## src/rtl/assert_macros.svh

```systemverilog
// Assertion macros shared by the stereo mix block.
// Depends on a clock named clk and an active-low reset named rst_n in scope.
`ifndef ASSERT_MACROS_SVH
`define ASSERT_MACROS_SVH

// Same-cycle implication, checked outside reset.
`define SMDB_ASSERT_IMPL(lbl, ante, cons, msg) \
  lbl: assert property (@(posedge clk) disable iff (!rst_n) (ante) |-> (cons)) \
    else $error(msg);

// Next-cycle implication, checked outside reset.
`define SMDB_ASSERT_NEXT(lbl, ante, cons, msg) \
  lbl: assert property (@(posedge clk) disable iff (!rst_n) (ante) |=> (cons)) \
    else $error(msg);

`endif

```

## src/rtl/smdb_pkg.sv

```systemverilog
// Shared types, constants and microcode ROM for the stereo mix block.
// No dependencies; used by smdb_seq, smdb_datapath and the top level.
package smdb_pkg;

  localparam int PC_W   = 5;
  localparam int DATA_W = 32;
  localparam int COEF_W = 18;
  localparam int MB_W   = 24;
  localparam int PROD_W = 48;
  localparam int MIX_W  = 17;
  localparam int SMP_W  = 16;
  localparam int PSG_W  = 15;
  localparam int PCT_W  = 7;

  localparam logic [PC_W-1:0] PC_MAIN = PC_W'(9);
  localparam logic [PC_W-1:0] PC_MUTE = PC_W'(23);
  localparam logic [PC_W-1:0] PC_LAST = PC_W'(23);

  // Multiplier B-side constants
  localparam logic signed [MB_W-1:0] K_DCB_POLE = 24'sd65208;   // 0xFEB8
  localparam logic signed [MB_W-1:0] K_RECIP    = 24'sd2684355; // ceil(2^26/25)
  localparam logic signed [MB_W-1:0] K_B0_SPAN  = 24'sd57856;   // 0x10000 - 0x1E00
  localparam logic signed [MB_W-1:0] K_B1       = 24'sd15360;   // 0x3C00
  localparam logic signed [MB_W-1:0] K_B2       = 24'sd7680;    // 0x1E00
  localparam logic signed [MB_W-1:0] K_A1       = -24'sd24576;  // -0x6000
  localparam logic signed [MB_W-1:0] K_A2       = 24'sd1024;    // 0x0400

  localparam logic signed [DATA_W-1:0] K_B0      = 32'sd7680;
  localparam logic signed [DATA_W-1:0] K_ONE     = 32'sd65536;
  localparam logic signed [MIX_W-1:0]  K_PSG_MID = 17'sd16384;

  typedef enum logic [1:0] {
    CFG_FM_ENABLE  = 2'd0,
    CFG_PSG_ENABLE = 2'd1,
    CFG_FILTER_PCT = 2'd2
  } cfg_idx_t;

  typedef enum logic {SQ_IDLE, SQ_RUN} seq_state_t;

  typedef enum logic [2:0] {
    SEQ_NEXT, SEQ_JMP_MUTE, SEQ_JMP_COEF, SEQ_DONE, SEQ_DONE_ZERO
  } seq_op_t;

  typedef enum logic [3:0] {
    ALU_NOP, ALU_DIFF, ALU_HOUT, ALU_Y, ALU_ACC_D2, ALU_D1, ALU_ACC, ALU_D2,
    ALU_SCALE, ALU_C0, ALU_C1, ALU_C2, ALU_C3, ALU_C4
  } alu_op_t;

  typedef enum logic [2:0] {
    MA_T, MA_HOUT, MA_Y, MA_SCALE, MA_ISCALE, MA_FP
  } ma_sel_t;

  typedef enum logic [3:0] {
    MB_HP, MB_RECIP, MB_B0_SPAN, MB_B1, MB_B2, MB_A1, MB_A2,
    MB_C0, MB_C1, MB_C2, MB_C3, MB_C4
  } mb_sel_t;

  typedef enum logic {CH_L, CH_R} ch_t;

  typedef struct packed {
    seq_op_t         seq;
    logic [PC_W-1:0] target;
    alu_op_t         alu;
    ch_t             alu_ch;
    ma_sel_t         ma;
    mb_sel_t         mb;
    ch_t             mul_ch;
  } ctrl_word_t;

  typedef struct packed {
    logic    run;
    alu_op_t alu;
    ch_t     alu_ch;
    ma_sel_t ma;
    mb_sel_t mb;
    ch_t     mul_ch;
  } smdb_ctl_t;

  typedef struct packed {
    logic mute;
    logic coef_ok;
  } smdb_cond_t;

  typedef struct packed {
    logic valid;
    logic zero;
  } smdb_res_t;

  function automatic ctrl_word_t mk(seq_op_t s, logic [PC_W-1:0] tgt, alu_op_t a,
                                    ch_t ach, ma_sel_t ma, mb_sel_t mb, ch_t mch);
    ctrl_word_t w;
    w.seq    = s;
    w.target = tgt;
    w.alu    = a;
    w.alu_ch = ach;
    w.ma     = ma;
    w.mb     = mb;
    w.mul_ch = mch;
    return w;
  endfunction

  // Microprogram. The multiplier result is registered, so an ALU step
  // consumes the product issued one step earlier.
  function automatic ctrl_word_t rom_word(logic [PC_W-1:0] pc);
    ctrl_word_t w;
    unique case (pc)
      // dispatch
      PC_W'(0):  w = mk(SEQ_JMP_MUTE, PC_MUTE, ALU_NOP, CH_L, MA_T, MB_HP, CH_L);
      PC_W'(1):  w = mk(SEQ_JMP_COEF, PC_MAIN, ALU_NOP, CH_L, MA_FP, MB_RECIP, CH_L);
      // coefficient recompute
      PC_W'(2):  w = mk(SEQ_NEXT, '0, ALU_SCALE, CH_L, MA_T, MB_HP, CH_L);
      PC_W'(3):  w = mk(SEQ_NEXT, '0, ALU_NOP, CH_L, MA_ISCALE, MB_B0_SPAN, CH_L);
      PC_W'(4):  w = mk(SEQ_NEXT, '0, ALU_C0, CH_L, MA_SCALE, MB_B1, CH_L);
      PC_W'(5):  w = mk(SEQ_NEXT, '0, ALU_C1, CH_L, MA_SCALE, MB_B2, CH_L);
      PC_W'(6):  w = mk(SEQ_NEXT, '0, ALU_C2, CH_L, MA_SCALE, MB_A1, CH_L);
      PC_W'(7):  w = mk(SEQ_NEXT, '0, ALU_C3, CH_L, MA_SCALE, MB_A2, CH_L);
      PC_W'(8):  w = mk(SEQ_NEXT, '0, ALU_C4, CH_L, MA_T, MB_HP, CH_L);
      // DC blocker, both channels interleaved
      PC_W'(9):  w = mk(SEQ_NEXT, '0, ALU_DIFF, CH_L, MA_T, MB_HP, CH_L);
      PC_W'(10): w = mk(SEQ_NEXT, '0, ALU_DIFF, CH_R, MA_T, MB_HP, CH_L);
      PC_W'(11): w = mk(SEQ_NEXT, '0, ALU_HOUT, CH_L, MA_T, MB_HP, CH_R);
      PC_W'(12): w = mk(SEQ_NEXT, '0, ALU_HOUT, CH_R, MA_HOUT, MB_C0, CH_L);
      // biquad, left
      PC_W'(13): w = mk(SEQ_NEXT, '0, ALU_Y, CH_L, MA_HOUT, MB_C1, CH_L);
      PC_W'(14): w = mk(SEQ_NEXT, '0, ALU_ACC_D2, CH_L, MA_Y, MB_C3, CH_L);
      PC_W'(15): w = mk(SEQ_NEXT, '0, ALU_D1, CH_L, MA_HOUT, MB_C2, CH_L);
      PC_W'(16): w = mk(SEQ_NEXT, '0, ALU_ACC, CH_L, MA_Y, MB_C4, CH_L);
      PC_W'(17): w = mk(SEQ_NEXT, '0, ALU_D2, CH_L, MA_HOUT, MB_C0, CH_R);
      // biquad, right
      PC_W'(18): w = mk(SEQ_NEXT, '0, ALU_Y, CH_R, MA_HOUT, MB_C1, CH_R);
      PC_W'(19): w = mk(SEQ_NEXT, '0, ALU_ACC_D2, CH_R, MA_Y, MB_C3, CH_R);
      PC_W'(20): w = mk(SEQ_NEXT, '0, ALU_D1, CH_R, MA_HOUT, MB_C2, CH_R);
      PC_W'(21): w = mk(SEQ_NEXT, '0, ALU_ACC, CH_R, MA_Y, MB_C4, CH_R);
      PC_W'(22): w = mk(SEQ_DONE, '0, ALU_D2, CH_R, MA_T, MB_HP, CH_L);
      // both sources off
      default:   w = mk(SEQ_DONE_ZERO, '0, ALU_NOP, CH_L, MA_T, MB_HP, CH_L);
    endcase
    return w;
  endfunction

endpackage

```

## src/rtl/smdb_seq.sv

```systemverilog
// Microcode sequencer: step counter, ROM fetch, jumps and the input handshake.
// Depends on smdb_pkg and assert_macros.svh.
`include "assert_macros.svh"

module smdb_seq (
  input  logic                  clk,
  input  logic                  rst_n,
  input  logic                  in_tvalid,
  output logic                  in_tready,
  input  smdb_pkg::smdb_cond_t  cond,
  input  logic                  out_busy,
  output smdb_pkg::smdb_ctl_t   ctl,
  output smdb_pkg::smdb_res_t   res
);

  smdb_pkg::seq_state_t state_r, state_nxt;
  logic [smdb_pkg::PC_W-1:0] pc_r, pc_nxt;
  smdb_pkg::ctrl_word_t cw;
  logic is_done, stall, step_en, in_fire;

  assign cw      = smdb_pkg::rom_word(pc_r);
  assign is_done = (cw.seq == smdb_pkg::SEQ_DONE) || (cw.seq == smdb_pkg::SEQ_DONE_ZERO);
  // hold the last step while the output word is still pending
  assign stall   = is_done && out_busy;
  assign step_en = (state_r == smdb_pkg::SQ_RUN) && !stall;
  assign in_fire = in_tvalid && (state_r == smdb_pkg::SQ_IDLE);

  always_comb begin
    state_nxt = state_r;
    unique case (state_r)
      smdb_pkg::SQ_IDLE: if (in_fire) state_nxt = smdb_pkg::SQ_RUN;
      smdb_pkg::SQ_RUN:  if (step_en && is_done) state_nxt = smdb_pkg::SQ_IDLE;
      default:           state_nxt = smdb_pkg::SQ_IDLE;
    endcase
  end

  always_comb begin
    pc_nxt = pc_r;
    priority if (in_fire) begin
      pc_nxt = '0;
    end else if (step_en) begin
      unique case (cw.seq)
        smdb_pkg::SEQ_NEXT:     pc_nxt = pc_r + smdb_pkg::PC_W'(1);
        smdb_pkg::SEQ_JMP_MUTE: pc_nxt = cond.mute ? cw.target : pc_r + smdb_pkg::PC_W'(1);
        smdb_pkg::SEQ_JMP_COEF: pc_nxt = cond.coef_ok ? cw.target
                                                      : pc_r + smdb_pkg::PC_W'(1);
        default:                pc_nxt = pc_r;
      endcase
    end
  end

  always_comb begin
    in_tready  = (state_r == smdb_pkg::SQ_IDLE);
    ctl.run    = step_en;
    ctl.alu    = cw.alu;
    ctl.alu_ch = cw.alu_ch;
    ctl.ma     = cw.ma;
    ctl.mb     = cw.mb;
    ctl.mul_ch = cw.mul_ch;
    res.valid  = step_en && is_done;
    res.zero   = (cw.seq == smdb_pkg::SEQ_DONE_ZERO);
  end

  always_ff @(posedge clk) begin
    if (!rst_n) begin
      state_r <= smdb_pkg::SQ_IDLE;
      pc_r    <= '0;
    end else begin
      state_r <= state_nxt;
      pc_r    <= pc_nxt;
    end
  end

  `SMDB_ASSERT_NEXT(a_start_at_zero, in_fire, (state_r == smdb_pkg::SQ_RUN) && (pc_r == '0), "accepted word did not start the program at step zero")
  `SMDB_ASSERT_IMPL(a_pc_in_rom, state_r == smdb_pkg::SQ_RUN, pc_r <= smdb_pkg::PC_LAST, "step counter ran past the program")
  `SMDB_ASSERT_NEXT(a_stall_holds, (state_r == smdb_pkg::SQ_RUN) && stall, $stable(pc_r) && (state_r == smdb_pkg::SQ_RUN), "step counter moved while the result stalled")

endmodule

```

## src/rtl/smdb_datapath.sv

```systemverilog
// Datapath: input mix, shared 32x24 multiplier, filter state and coefficients.
// Depends on smdb_pkg; driven by the control word of smdb_seq.
module smdb_datapath (
  input  logic                                 clk,
  input  logic                                 rst_n,
  input  smdb_pkg::smdb_ctl_t                  ctl,
  input  logic                                 load,
  input  logic signed [smdb_pkg::SMP_W-1:0]    fm_left,
  input  logic signed [smdb_pkg::SMP_W-1:0]    fm_right,
  input  logic        [smdb_pkg::PSG_W-1:0]    psg_sample,
  input  logic                                 fm_en,
  input  logic                                 psg_en,
  input  logic        [smdb_pkg::PCT_W-1:0]    filter_pct,
  input  logic                                 pct_wr,
  output logic                                 coef_ok,
  output logic        [smdb_pkg::SMP_W-1:0]    y_left,
  output logic        [smdb_pkg::SMP_W-1:0]    y_right
);

  localparam int DW = smdb_pkg::DATA_W;
  localparam int CW = smdb_pkg::COEF_W;
  localparam int BW = smdb_pkg::MB_W;
  localparam int MW = smdb_pkg::MIX_W;

  // mix
  logic signed [MW-1:0] psg_c;
  logic signed [MW:0]   psg_m3, psg_q;
  logic signed [18:0]   fm7_l, fm7_r, fms_l, fms_r;
  logic signed [MW-1:0] mix_l, mix_r;

  // state and temporaries
  logic signed [DW-1:0] x_l_r, x_r_r, hin_l_r, hin_r_r, hout_l_r, hout_r_r;
  logic signed [DW-1:0] d1_l_r, d1_r_r, d2_l_r, d2_r_r;
  logic signed [DW-1:0] t_l_r, t_r_r, y_l_r, y_r_r, acc_r;
  logic        [smdb_pkg::PROD_W-1:0] p_r;
  logic signed [CW-1:0] scale_r, c0_r, c1_r, c2_r, c3_r, c4_r;
  logic                 dirty_r;

  // operand and result wires
  logic signed [DW-1:0] mul_a, hout_m, t_m, y_m, iscale;
  logic signed [BW-1:0] mul_b;
  logic signed [55:0]   prod_full;
  logic signed [DW-1:0] p_hi, p_lo;
  logic signed [DW-1:0] x_a, hin_a, hout_a, d1_a, d2_a;
  logic signed [DW-1:0] diff_nxt, y_nxt, accd2_nxt, sub_nxt, c0_full;

  // PSG: center, times 3, divide by 8 toward zero
  assign psg_c  = $signed({2'b00, psg_sample}) - smdb_pkg::K_PSG_MID;
  assign psg_m3 = $signed({psg_c[MW-1], psg_c}) + $signed({psg_c, 1'b0});
  assign psg_q  = (psg_m3 + (psg_m3[MW] ? 18'sd7 : 18'sd0)) >>> 3;
  // FM: times 7, floor shift by 3
  assign fm7_l  = $signed({fm_left, 3'b000}) - $signed({{3{fm_left[15]}}, fm_left});
  assign fm7_r  = $signed({fm_right, 3'b000}) - $signed({{3{fm_right[15]}}, fm_right});
  assign fms_l  = fm7_l >>> 3;
  assign fms_r  = fm7_r >>> 3;
  assign mix_l  = (fm_en ? fms_l[MW-1:0] : '0) + (psg_en ? psg_q[MW-1:0] : '0);
  assign mix_r  = (fm_en ? fms_r[MW-1:0] : '0) + (psg_en ? psg_q[MW-1:0] : '0);

  assign hout_m = (ctl.mul_ch == smdb_pkg::CH_L) ? hout_l_r : hout_r_r;
  assign t_m    = (ctl.mul_ch == smdb_pkg::CH_L) ? t_l_r : t_r_r;
  assign y_m    = (ctl.mul_ch == smdb_pkg::CH_L) ? y_l_r : y_r_r;
  assign iscale = smdb_pkg::K_ONE - DW'(scale_r);

  always_comb begin
    unique case (ctl.ma)
      smdb_pkg::MA_T:      mul_a = t_m;
      smdb_pkg::MA_HOUT:   mul_a = hout_m;
      smdb_pkg::MA_Y:      mul_a = y_m;
      smdb_pkg::MA_SCALE:  mul_a = DW'(scale_r);
      smdb_pkg::MA_ISCALE: mul_a = iscale;
      smdb_pkg::MA_FP:     mul_a = $signed({{(DW - smdb_pkg::PCT_W){1'b0}}, filter_pct});
      default:             mul_a = '0;
    endcase
  end

  always_comb begin
    unique case (ctl.mb)
      smdb_pkg::MB_HP:      mul_b = smdb_pkg::K_DCB_POLE;
      smdb_pkg::MB_RECIP:   mul_b = smdb_pkg::K_RECIP;
      smdb_pkg::MB_B0_SPAN: mul_b = smdb_pkg::K_B0_SPAN;
      smdb_pkg::MB_B1:      mul_b = smdb_pkg::K_B1;
      smdb_pkg::MB_B2:      mul_b = smdb_pkg::K_B2;
      smdb_pkg::MB_A1:      mul_b = smdb_pkg::K_A1;
      smdb_pkg::MB_A2:      mul_b = smdb_pkg::K_A2;
      smdb_pkg::MB_C0:      mul_b = BW'(c0_r);
      smdb_pkg::MB_C1:      mul_b = BW'(c1_r);
      smdb_pkg::MB_C2:      mul_b = BW'(c2_r);
      smdb_pkg::MB_C3:      mul_b = BW'(c3_r);
      smdb_pkg::MB_C4:      mul_b = BW'(c4_r);
      default:              mul_b = '0;
    endcase
  end

  assign prod_full = 56'(mul_a) * 56'(mul_b);
  assign p_hi      = $signed(p_r[47:16]);   // product >>> 16, wrapped to 32 bits
  assign p_lo      = $signed(p_r[31:0]);

  assign x_a    = (ctl.alu_ch == smdb_pkg::CH_L) ? x_l_r : x_r_r;
  assign hin_a  = (ctl.alu_ch == smdb_pkg::CH_L) ? hin_l_r : hin_r_r;
  assign hout_a = (ctl.alu_ch == smdb_pkg::CH_L) ? hout_l_r : hout_r_r;
  assign d1_a   = (ctl.alu_ch == smdb_pkg::CH_L) ? d1_l_r : d1_r_r;
  assign d2_a   = (ctl.alu_ch == smdb_pkg::CH_L) ? d2_l_r : d2_r_r;

  assign diff_nxt  = hout_a + x_a - hin_a;
  assign y_nxt     = p_hi + (d1_a >>> 16);
  assign accd2_nxt = p_lo + d2_a;
  assign sub_nxt   = acc_r - p_lo;
  assign c0_full   = smdb_pkg::K_B0 + p_hi;

  // filter history and coefficient flag
  always_ff @(posedge clk) begin
    if (!rst_n) begin
      hin_l_r  <= '0;
      hin_r_r  <= '0;
      hout_l_r <= '0;
      hout_r_r <= '0;
      d1_l_r   <= '0;
      d1_r_r   <= '0;
      d2_l_r   <= '0;
      d2_r_r   <= '0;
      dirty_r  <= 1'b1;
    end else begin
      if (ctl.run) begin
        unique case (ctl.alu)
          smdb_pkg::ALU_DIFF: begin
            if (ctl.alu_ch == smdb_pkg::CH_L) hin_l_r <= x_l_r;
            else hin_r_r <= x_r_r;
          end
          smdb_pkg::ALU_HOUT: begin
            if (ctl.alu_ch == smdb_pkg::CH_L) hout_l_r <= p_hi;
            else hout_r_r <= p_hi;
          end
          smdb_pkg::ALU_D1: begin
            if (ctl.alu_ch == smdb_pkg::CH_L) d1_l_r <= sub_nxt;
            else d1_r_r <= sub_nxt;
          end
          smdb_pkg::ALU_D2: begin
            if (ctl.alu_ch == smdb_pkg::CH_L) d2_l_r <= sub_nxt;
            else d2_r_r <= sub_nxt;
          end
          smdb_pkg::ALU_C4: dirty_r <= 1'b0;
          default: ;
        endcase
      end
      // new percent: recompute coefficients on the next word
      if (pct_wr) dirty_r <= 1'b1;
    end
  end

  // payload: mixed input, product, temporaries, coefficients
  always_ff @(posedge clk) begin
    if (load) begin
      x_l_r <= DW'(mix_l);
      x_r_r <= DW'(mix_r);
    end
    if (ctl.run) begin
      p_r <= prod_full[smdb_pkg::PROD_W-1:0];
      unique case (ctl.alu)
        smdb_pkg::ALU_DIFF: begin
          if (ctl.alu_ch == smdb_pkg::CH_L) t_l_r <= diff_nxt;
          else t_r_r <= diff_nxt;
        end
        smdb_pkg::ALU_Y: begin
          if (ctl.alu_ch == smdb_pkg::CH_L) y_l_r <= y_nxt;
          else y_r_r <= y_nxt;
        end
        smdb_pkg::ALU_ACC_D2: acc_r   <= accd2_nxt;
        smdb_pkg::ALU_ACC:    acc_r   <= p_lo;
        smdb_pkg::ALU_SCALE:  scale_r <= $signed(p_r[29:12]);   // (fp*M) >> 12
        smdb_pkg::ALU_C0:     c0_r    <= c0_full[CW-1:0];
        smdb_pkg::ALU_C1:     c1_r    <= $signed(p_r[33:16]);
        smdb_pkg::ALU_C2:     c2_r    <= $signed(p_r[33:16]);
        smdb_pkg::ALU_C3:     c3_r    <= $signed(p_r[33:16]);
        smdb_pkg::ALU_C4:     c4_r    <= $signed(p_r[33:16]);
        default: ;
      endcase
    end
  end

  assign coef_ok = !dirty_r;
  assign y_left  = y_l_r[smdb_pkg::SMP_W-1:0];
  assign y_right = y_r_r[smdb_pkg::SMP_W-1:0];

endmodule

```

## src/rtl/stereo_mix_dc_block_biquad.sv

```systemverilog
// Stereo mixer, DC blocker and biquad low-pass; top level with config and output word.
// Depends on smdb_pkg, smdb_seq, smdb_datapath and assert_macros.svh.
// The first word after reset or a filter_percent write also recomputes the
// coefficients; with both sources off the program issues a zero word instead.
// Words are taken one at a time: the next is accepted once the last is finished.
// Reset (rst_n low, synchronous): filter history cleared, enables 1, percent 50.
`include "assert_macros.svh"

module stereo_mix_dc_block_biquad (
  input  logic        clk,
  input  logic        rst_n,
  // input stream
  input  logic        in_tvalid,
  output logic        in_tready,
  input  logic [47:0] in_tdata,   // fm_left[15:0], fm_right[31:16], psg_sample[46:32]
  // result stream
  output logic        out_tvalid,
  input  logic        out_tready,
  output logic [31:0] out_tdata,  // out_left[15:0], out_right[31:16]
  // configuration writes
  input  logic        cfg_we,
  input  logic [1:0]  cfg_index,
  input  logic [6:0]  cfg_wdata
);

  localparam int SW = smdb_pkg::SMP_W;

  logic                       fm_en_r, psg_en_r;
  logic [smdb_pkg::PCT_W-1:0] pct_r;
  logic                       pct_wr, in_fire, out_busy, coef_ok;
  logic [SW-1:0]              y_left, y_right;
  logic                       out_valid_r;
  logic [2*SW-1:0]            out_data_r;

  smdb_pkg::smdb_ctl_t  ctl;
  smdb_pkg::smdb_cond_t cond;
  smdb_pkg::smdb_res_t  res;

  // Config regs. Writes must arrive only while idle (unchecked); unknown index dropped.
  always_ff @(posedge clk) begin
    if (!rst_n) begin
      fm_en_r  <= 1'b1;
      psg_en_r <= 1'b1;
      pct_r    <= smdb_pkg::PCT_W'(50);
    end else if (cfg_we) begin
      unique case (smdb_pkg::cfg_idx_t'(cfg_index))
        smdb_pkg::CFG_FM_ENABLE:  fm_en_r  <= cfg_wdata[0];
        smdb_pkg::CFG_PSG_ENABLE: psg_en_r <= cfg_wdata[0];
        smdb_pkg::CFG_FILTER_PCT: pct_r    <= cfg_wdata;
        default: ;
      endcase
    end
  end

  assign pct_wr = cfg_we && (cfg_index == smdb_pkg::CFG_FILTER_PCT);

  // Input word is accepted whenever the sequencer is idle, even with a result
  // still waiting in the output register.
  assign in_fire  = in_tvalid && in_tready;
  // Final step stalls while the output register holds an untaken word.
  assign out_busy = out_valid_r && !out_tready;

  assign cond.mute    = !fm_en_r && !psg_en_r;
  assign cond.coef_ok = coef_ok;

  smdb_seq u_seq (
    .clk       (clk),
    .rst_n     (rst_n),
    .in_tvalid (in_tvalid),
    .in_tready (in_tready),
    .cond      (cond),
    .out_busy  (out_busy),
    .ctl       (ctl),
    .res       (res)
  );

  smdb_datapath u_dp (
    .clk        (clk),
    .rst_n      (rst_n),
    .ctl        (ctl),
    .load       (in_fire),
    .fm_left    ($signed(in_tdata[15:0])),
    .fm_right   ($signed(in_tdata[31:16])),
    .psg_sample (in_tdata[46:32]),
    .fm_en      (fm_en_r),
    .psg_en     (psg_en_r),
    .filter_pct (pct_r),
    .pct_wr     (pct_wr),
    .coef_ok    (coef_ok),
    .y_left     (y_left),
    .y_right    (y_right)
  );

  // Output register: load on the final step, drop valid once taken.
  always_ff @(posedge clk) begin
    if (!rst_n) begin
      out_valid_r <= 1'b0;
    end else if (res.valid) begin
      out_valid_r <= 1'b1;
    end else if (out_tready) begin
      out_valid_r <= 1'b0;
    end
  end

  always_ff @(posedge clk) begin
    if (res.valid) begin
      out_data_r <= res.zero ? '0 : {y_right, y_left};
    end
  end

  assign out_tvalid = out_valid_r;
  assign out_tdata  = out_data_r;

  `SMDB_ASSERT_IMPL(a_no_overwrite, res.valid, !out_valid_r || out_tready, "result overwrote an untaken output word")
  `SMDB_ASSERT_IMPL(a_zero_only_muted, res.valid && res.zero, !fm_en_r && !psg_en_r, "zero result issued with a source enabled")

endmodule

```

## config.mk

```make
export PLATFORM = sky130hd
export DESIGN_NAME = stereo_mix_dc_block_biquad
export DESIGN_NICKNAME = d
export VERILOG_FILES = /design/src/rtl/smdb_pkg.sv /design/src/rtl/smdb_seq.sv /design/src/rtl/smdb_datapath.sv /design/src/rtl/stereo_mix_dc_block_biquad.sv
export VERILOG_INCLUDE_DIRS = /design/src /design/src/rtl
export SDC_FILE = /design/constraint.sdc
export NUM_CORES = 2
export LEC_CHECK = 0
export BUFFER_PORTS_ARGS = -buffer_cell sky130_fd_sc_hd__buf_2
export CAP_MARGIN = 20
export CORE_UTILIZATION = 40
export CTS_CLUSTER_SIZE = 25
export DETAILED_ROUTE_END_ITERATION = 8
export PLACE_DENSITY = 0.66
export SYNTH_ARGS = -nofsm -noshare
export SYNTH_HDL_FRONTEND = slang
export SYNTH_HIERARCHICAL = 1
export SYNTH_SLANG_ARGS = --single-unit
```

## constraint.sdc

```tcl
create_clock -name clk -period 8.4 [get_ports clk]
set_input_delay 1.68 -clock clk [delete_from_list [all_inputs] [get_ports clk]]
set_output_delay 1.68 -clock clk [all_outputs]
set_load 0.01 [all_outputs]
```

Word-level counts from Yosys, hierarchy flattened --
Memory sizes are Yosys's and may differ from the RTL's. A register that Yosys moved wholly into a read port is not among the register bits. Cells that the tools add are included.
Cells by class: $add $sub $neg 15, multiply operators 1, reductions and logical operators 42, mux-type cells 25, equal/unequal tests 35, bitwise operators 3
Operator list (count):
- $pmux W24 S12 | 1
- $mux W32 | 8
- $pmux W32 S6 | 1
- $add A32 B32 Y32 | 2
- $pmux W32 S2 | 1
- $sub A32 B32 Y32 | 2
- $mux W17 | 3
- $mul A32 B24 Y48 | 1
- $eq A4 B4 Y1 const B | 10
- $sub A19 B16 Y19 | 2
- $add A17 B17 Y17 | 2
- $add A32 B16 Y32 | 1
- $eq A4 B3 Y1 const B | 8
- $reduce_and A3 Y1 | 10
- $reduce_and A2 Y1 | 11
- $mux W5 | 4
- $sub A18 B18 Y19 const A | 1
- $add A14 B18 Y18 const A | 1
- $add A16 B17 Y18 | 1
- $add A18 B18 Y18 | 1
- $eq A4 B2 Y1 const B | 4
- $sub A15 B15 Y16 const B | 1
- $pmux W5 S3 | 1
- $eq A3 B2 Y1 const B | 4
- other kinds (19) | 40
Word-level totals: output and inout port bits 34, bits in read-only memories 672, input bits 62, bits in registers 625, memories kept 1
Memory list:
- (no name shown) | words 32, width 21, read ports 1, clocked after memory_dff 1, wr ports 0, line smdb_pkg.sv:106 | unique case (pc)

Longest topological paths before layout --
depth in word-level cells 8, depth in mapped cells 39

By module --
Netlist, hierarchy kept.
By module, submodules not included:
- smdb_datapath | area each 56482.9 µm², cells each 6137, seq. area each 14413.8 µm², instances 1
- smdb_seq | area each 1619.1 µm², cells each 179, seq. area each 500.5 µm², instances 1
- stereo_mix_dc_block_biquad | area each 1605.3 µm², cells each 112, seq. area each 1161.1 µm², instances 1

Worst setup path after synthesis --
Ideal clock, no wire load.
path type flip-flop to flip-flop, from register, netlist name u_seq/cw[7], to register u_dp/p_r[47] in the netlist's numbering (data pin), clock period less this slack 9.003 ns, slack -0.603 ns, path buffers 5, stages on the path, launching flop included 37, required time 8.140 ns, setup time 0.260 ns, arrival time 8.743 ns, path through dfxtp_1 > buf_4 > clkbuf_1 > nor3b_2 > clkbuf_1 > clkbuf_1 > nand2_1 > nand3_1 > o21ai_0 > o311ai_1 > clkbuf_1 > nand2_1 > fa_1 > inv_1 > fa_1 > inv_1 > fa_1 > inv_1 > fa_1 > inv_1 > fa_1 > inv_1 > fa_1 > inv_1 > fa_1 > inv_1 > ha_1 > a21oi_1 > o21ai_0 > a2111oi_0 > nand3b_1 > a31oi_1 > o31ai_1 > a221o_1 > o31a_1 > o22ai_1 > xnor2_1
Between the ends: longest elaborated chain between the ends 3
Ends and longest elaborated chain:
- $eq A3 B3 Y1, or another cell as far along | line smdb_datapath.sv:65 | unique case (ctl.ma)
- $pmux W32 S6 (*) | line smdb_datapath.sv:65
- $mul A32 B24 Y48 (*) | line smdb_datapath.sv:94 | assign prod_full = 56'(mul_a) * 56'(mul_b);
- net u_dp.prod_full[47] | line smdb_datapath.sv:42 | logic signed [55:0] prod_full;
- to (signal assigned) | line smdb_datapath.sv:157 | p_r <= prod_full[smdb_pkg::PROD_W-1:0];
- to (decl) | line smdb_datapath.sv:35 | logic [smdb_pkg::PROD_W-1:0] p_r;
Mark *: on every way through the listed nets, which the timed path passes. The rest lies on a longest branch. A chain may end at the register's enable or synchronous reset.

Final worst setup path --
from register u_dp.scale_r[0], to register u_dp/p_r[47] in the netlist's numbering (data pin)
Between the ends: longest elaborated chain between the ends 3
Ends and longest elaborated chain:
- from (decl) | line smdb_datapath.sv:36 | logic signed [CW-1:0] scale_r, c0_r, c1_r, c2_r, c3_r, c4_r;
- from (signal assigned) | line smdb_datapath.sv:169 | smdb_pkg::ALU_SCALE: scale_r <= $signed(p_r[29:12]);
- $sub A18 B18 Y19 | line smdb_datapath.sv:62 | assign iscale = smdb_pkg::K_ONE - DW'(scale_r);
- $pmux W32 S6 (*) | line smdb_datapath.sv:65
- $mul A32 B24 Y48 (*) | line smdb_datapath.sv:94
- net u_dp.prod_full[47] | line smdb_datapath.sv:42
Marks and branches as above.

==> metrics <==
kind of critical path reg2reg; clock transition at the registers of the reported paths around 0.06 ns; Distinct cells, synth 111; core area ~150000 µm²; global route overflow 0; Syn Area/Cell slightly above 9 µm²; Die Y 388.4 µm; crit-path max cell delay 0.55 ns; die area 150800 µm²; ys flop type edfxtp_1; Iteration-0 DRC Markers approximately 4000; Post-Layout Cell Count 8881; CTS buffer count 70; most common cell in the netlist inv_1; First-pass DRT Iterations 6; drt drc 0; placed instance count 8722; CTS tree yes; Routed Antenna Nets 0; EDFF count, synth 382; I/O pins 96; Reg2Reg Setup Slack -0.34 ns; WL final 172.9 mm; gp weighted congestion 0.9585; worst-margin pin slew 1.066 ns; Post-Syn Area 59710 µm²; FFs w/ async S/R, synth 0; top-area cell type share of the netlist area 0.2370; failing checks negative setup slack; final setup violating endpoints 13; Setup WS post-layout -0.3416 ns; WP data required 8.79 ns; deepest clock path buffer count 3; syn_nets roughly 7600; Fmax 114.4 MHz; share of cells above drive strength 1 0.1688; Most Frequent Cell on Critical Path fa_1; port buffer count 94; initial antenna violation count 8; initial core utilization 0.4034; largest net degree at the start of global routing 90; Post-synth top cells 971 x inv_1, 887 x nand2_1, 707 x fa_1; DR vias ~47000; Hold Crit Class reg2reg; CP max FO 5; Period minus WS final 8.742 ns; leading area contributor after synthesis fa_1; first-pass GRT wire length 270.7 mm; YS warnings 6; CP max-delay cell fa_1; hold_buf cts 0; Final nets 8036; Setup TNS -1.774 ns; synthesized instance count 6428; Root Buffer clkbuf_16; unrepaired setup endpoints after global routing true; sequential fraction of the synthesis area 0.2692; final hold vios 0; Crit. End Element flip-flop; htree depth 3; Clk Latency, worst-skew pair 0.67 ns; per-cell routed wire length 19.47 µm; Rel. slew slack 0.2803; vias per cell 5.316; hpwl dp around 140 mm; Die Span X 388.4 µm; clk sinks 612; status finished, violations left; area grow syn2layout 17.06%; fin crit share 1.041; max cap viols 0; CP arrival 9.13 ns; clock skew 0.06024 ns; Row Count 141; ANT cells 0; Synth area leaders fa_1 24%, edfxtp_1 19%, ha_1 7.8%; vias in the first global route 47640; overall routing resource usage 0.2293; Slew Viols, Final 0; crit start category flip-flop; register bit count reported by yosys around 610
==> stage by stage <==
step / cell area, µm² / worst slack, ns / hold slack, ns / util
6_report: 69900 / -0.3416 / 0.4517 / 0.4722
5_1_grt: 69900 / -0.6145 / 0.4690 / 0.4722
3_5_place_dp: 66450 / -0.7124 / 0.4431 / 0.4489
4_1_cts: 69410 / -0.3385 / 0.4517 / 0.4689
2_1_floorplan: 59840 / -0.0003855 / 0.4285 / -
3_3_place_gp: 66420 / -0.7090 / 0.4360 / 0.4487
==> critical path, delay by kind of cell (launching register included) <==
kind / cells / cell delay (ns)
fa+ha+maj: 9 / 3.98
compound gates: 10 / 1.98
simple gates: 8 / 1.52
buf+inv: 7 / 0.51
flops: 1 / 0.40
xor+xnor: 1 / 0.10
==> flip-flops by register name, indices dropped and copies added (netlist names), 16 cells and up <==
signal,cells
u_dp/t_r_r,32
u_dp/p_r,48
u_dp/y_l_r,32
u_dp/d2_l_r,32
u_dp/d2_r_r,32
u_dp/d1_l_r,16
u_dp/hin_r_r,17
u_dp/x_l_r,17
u_dp/y_r_r,32
u_dp/d1_r_r,16
u_dp/c3_r,18
u_dp/hout_l_r,32
u_seq/cw,19
u_dp/acc_r,32
out_tdata,32
u_dp/t_l_r,32
u_dp/hin_l_r,17
u_dp/c2_r,18
u_dp/hout_r_r,32
u_dp/x_r_r,17
u_dp/c1_r,18
u_dp/scale_r,18
u_dp/c0_r,18
u_dp/c4_r,18
==> layout by cell type, fill, tap and decap left out, types with 59 or more instances in the layout <==
master,instances
inv_1,965
nand2_1,875
fa_1,686
buf_4,545
nor2_1,477
a21oi_1,391
edfxtp_1,382
ha_1,359
dfxtp_1,225
o21ai_0,173
xnor2_1,173
mux2_2,113
buf_2,95
nand3_1,92
a21o_1,83
nor2b_1,78
xor2_1,74
clkbuf_16,72
and2_1,60
nor3_1,59
==> layer usage <==
layer	routed length, µm	vias to the layer above	track usage
li1	-	21990	-
met1	75460	23380	0.3148
met2	78880	1591	0.3690
met3	13640	248	0.04242
met4	4896	0	0.06432
met5	0	-	0
==> worst paths after layout <==
path | from | endpoint | cells after the start
min | u_dp/d2_r_r[20] | u_dp/d2_r_r[20] | 2
max reg2reg | u_dp/scale_r[0] | u_dp/p_r[47] | 35
min reg2reg | u_dp/d2_r_r[20] | u_dp/d2_r_r[20] | 2
max | u_dp/scale_r[0] | u_dp/p_r[47] | 35
==> area by class of cell <==
type	count	area, µm²
clock inverters	32	374.1
multi-input cells	4526	39640
clock buffers	98	1959
well taps	1930	2415
repair buffers	706	5747
inverters	977	3675
fillers	13660	78120
flip-flops and latches	612	16090
==> timing repair <==
| action | in CTS | in global routing |
|---|---|---|
| buffers inserted | 16 | 14 |
| pin swaps | 52 | 62 |
| gates resized for setup | 107 | 84 |
| setup endpoints to repair | 21 | 24 |
==> logic make-up after synthesis <==
| kind of cell | synth area share |
|---|---|
| simple gates | 0.1428 |
| compound gates | 0.1201 |
| mux | 0.03007 |
| flops | 0.2692 |
| buf+inv | 0.08491 |
| fa+ha+maj | 0.3154 |
| xor+xnor | 0.03747 |
Power is left out: the tool's default activity adds up to more than one toggle a clock period on the data nets, which glitch-free logic cannot reach.
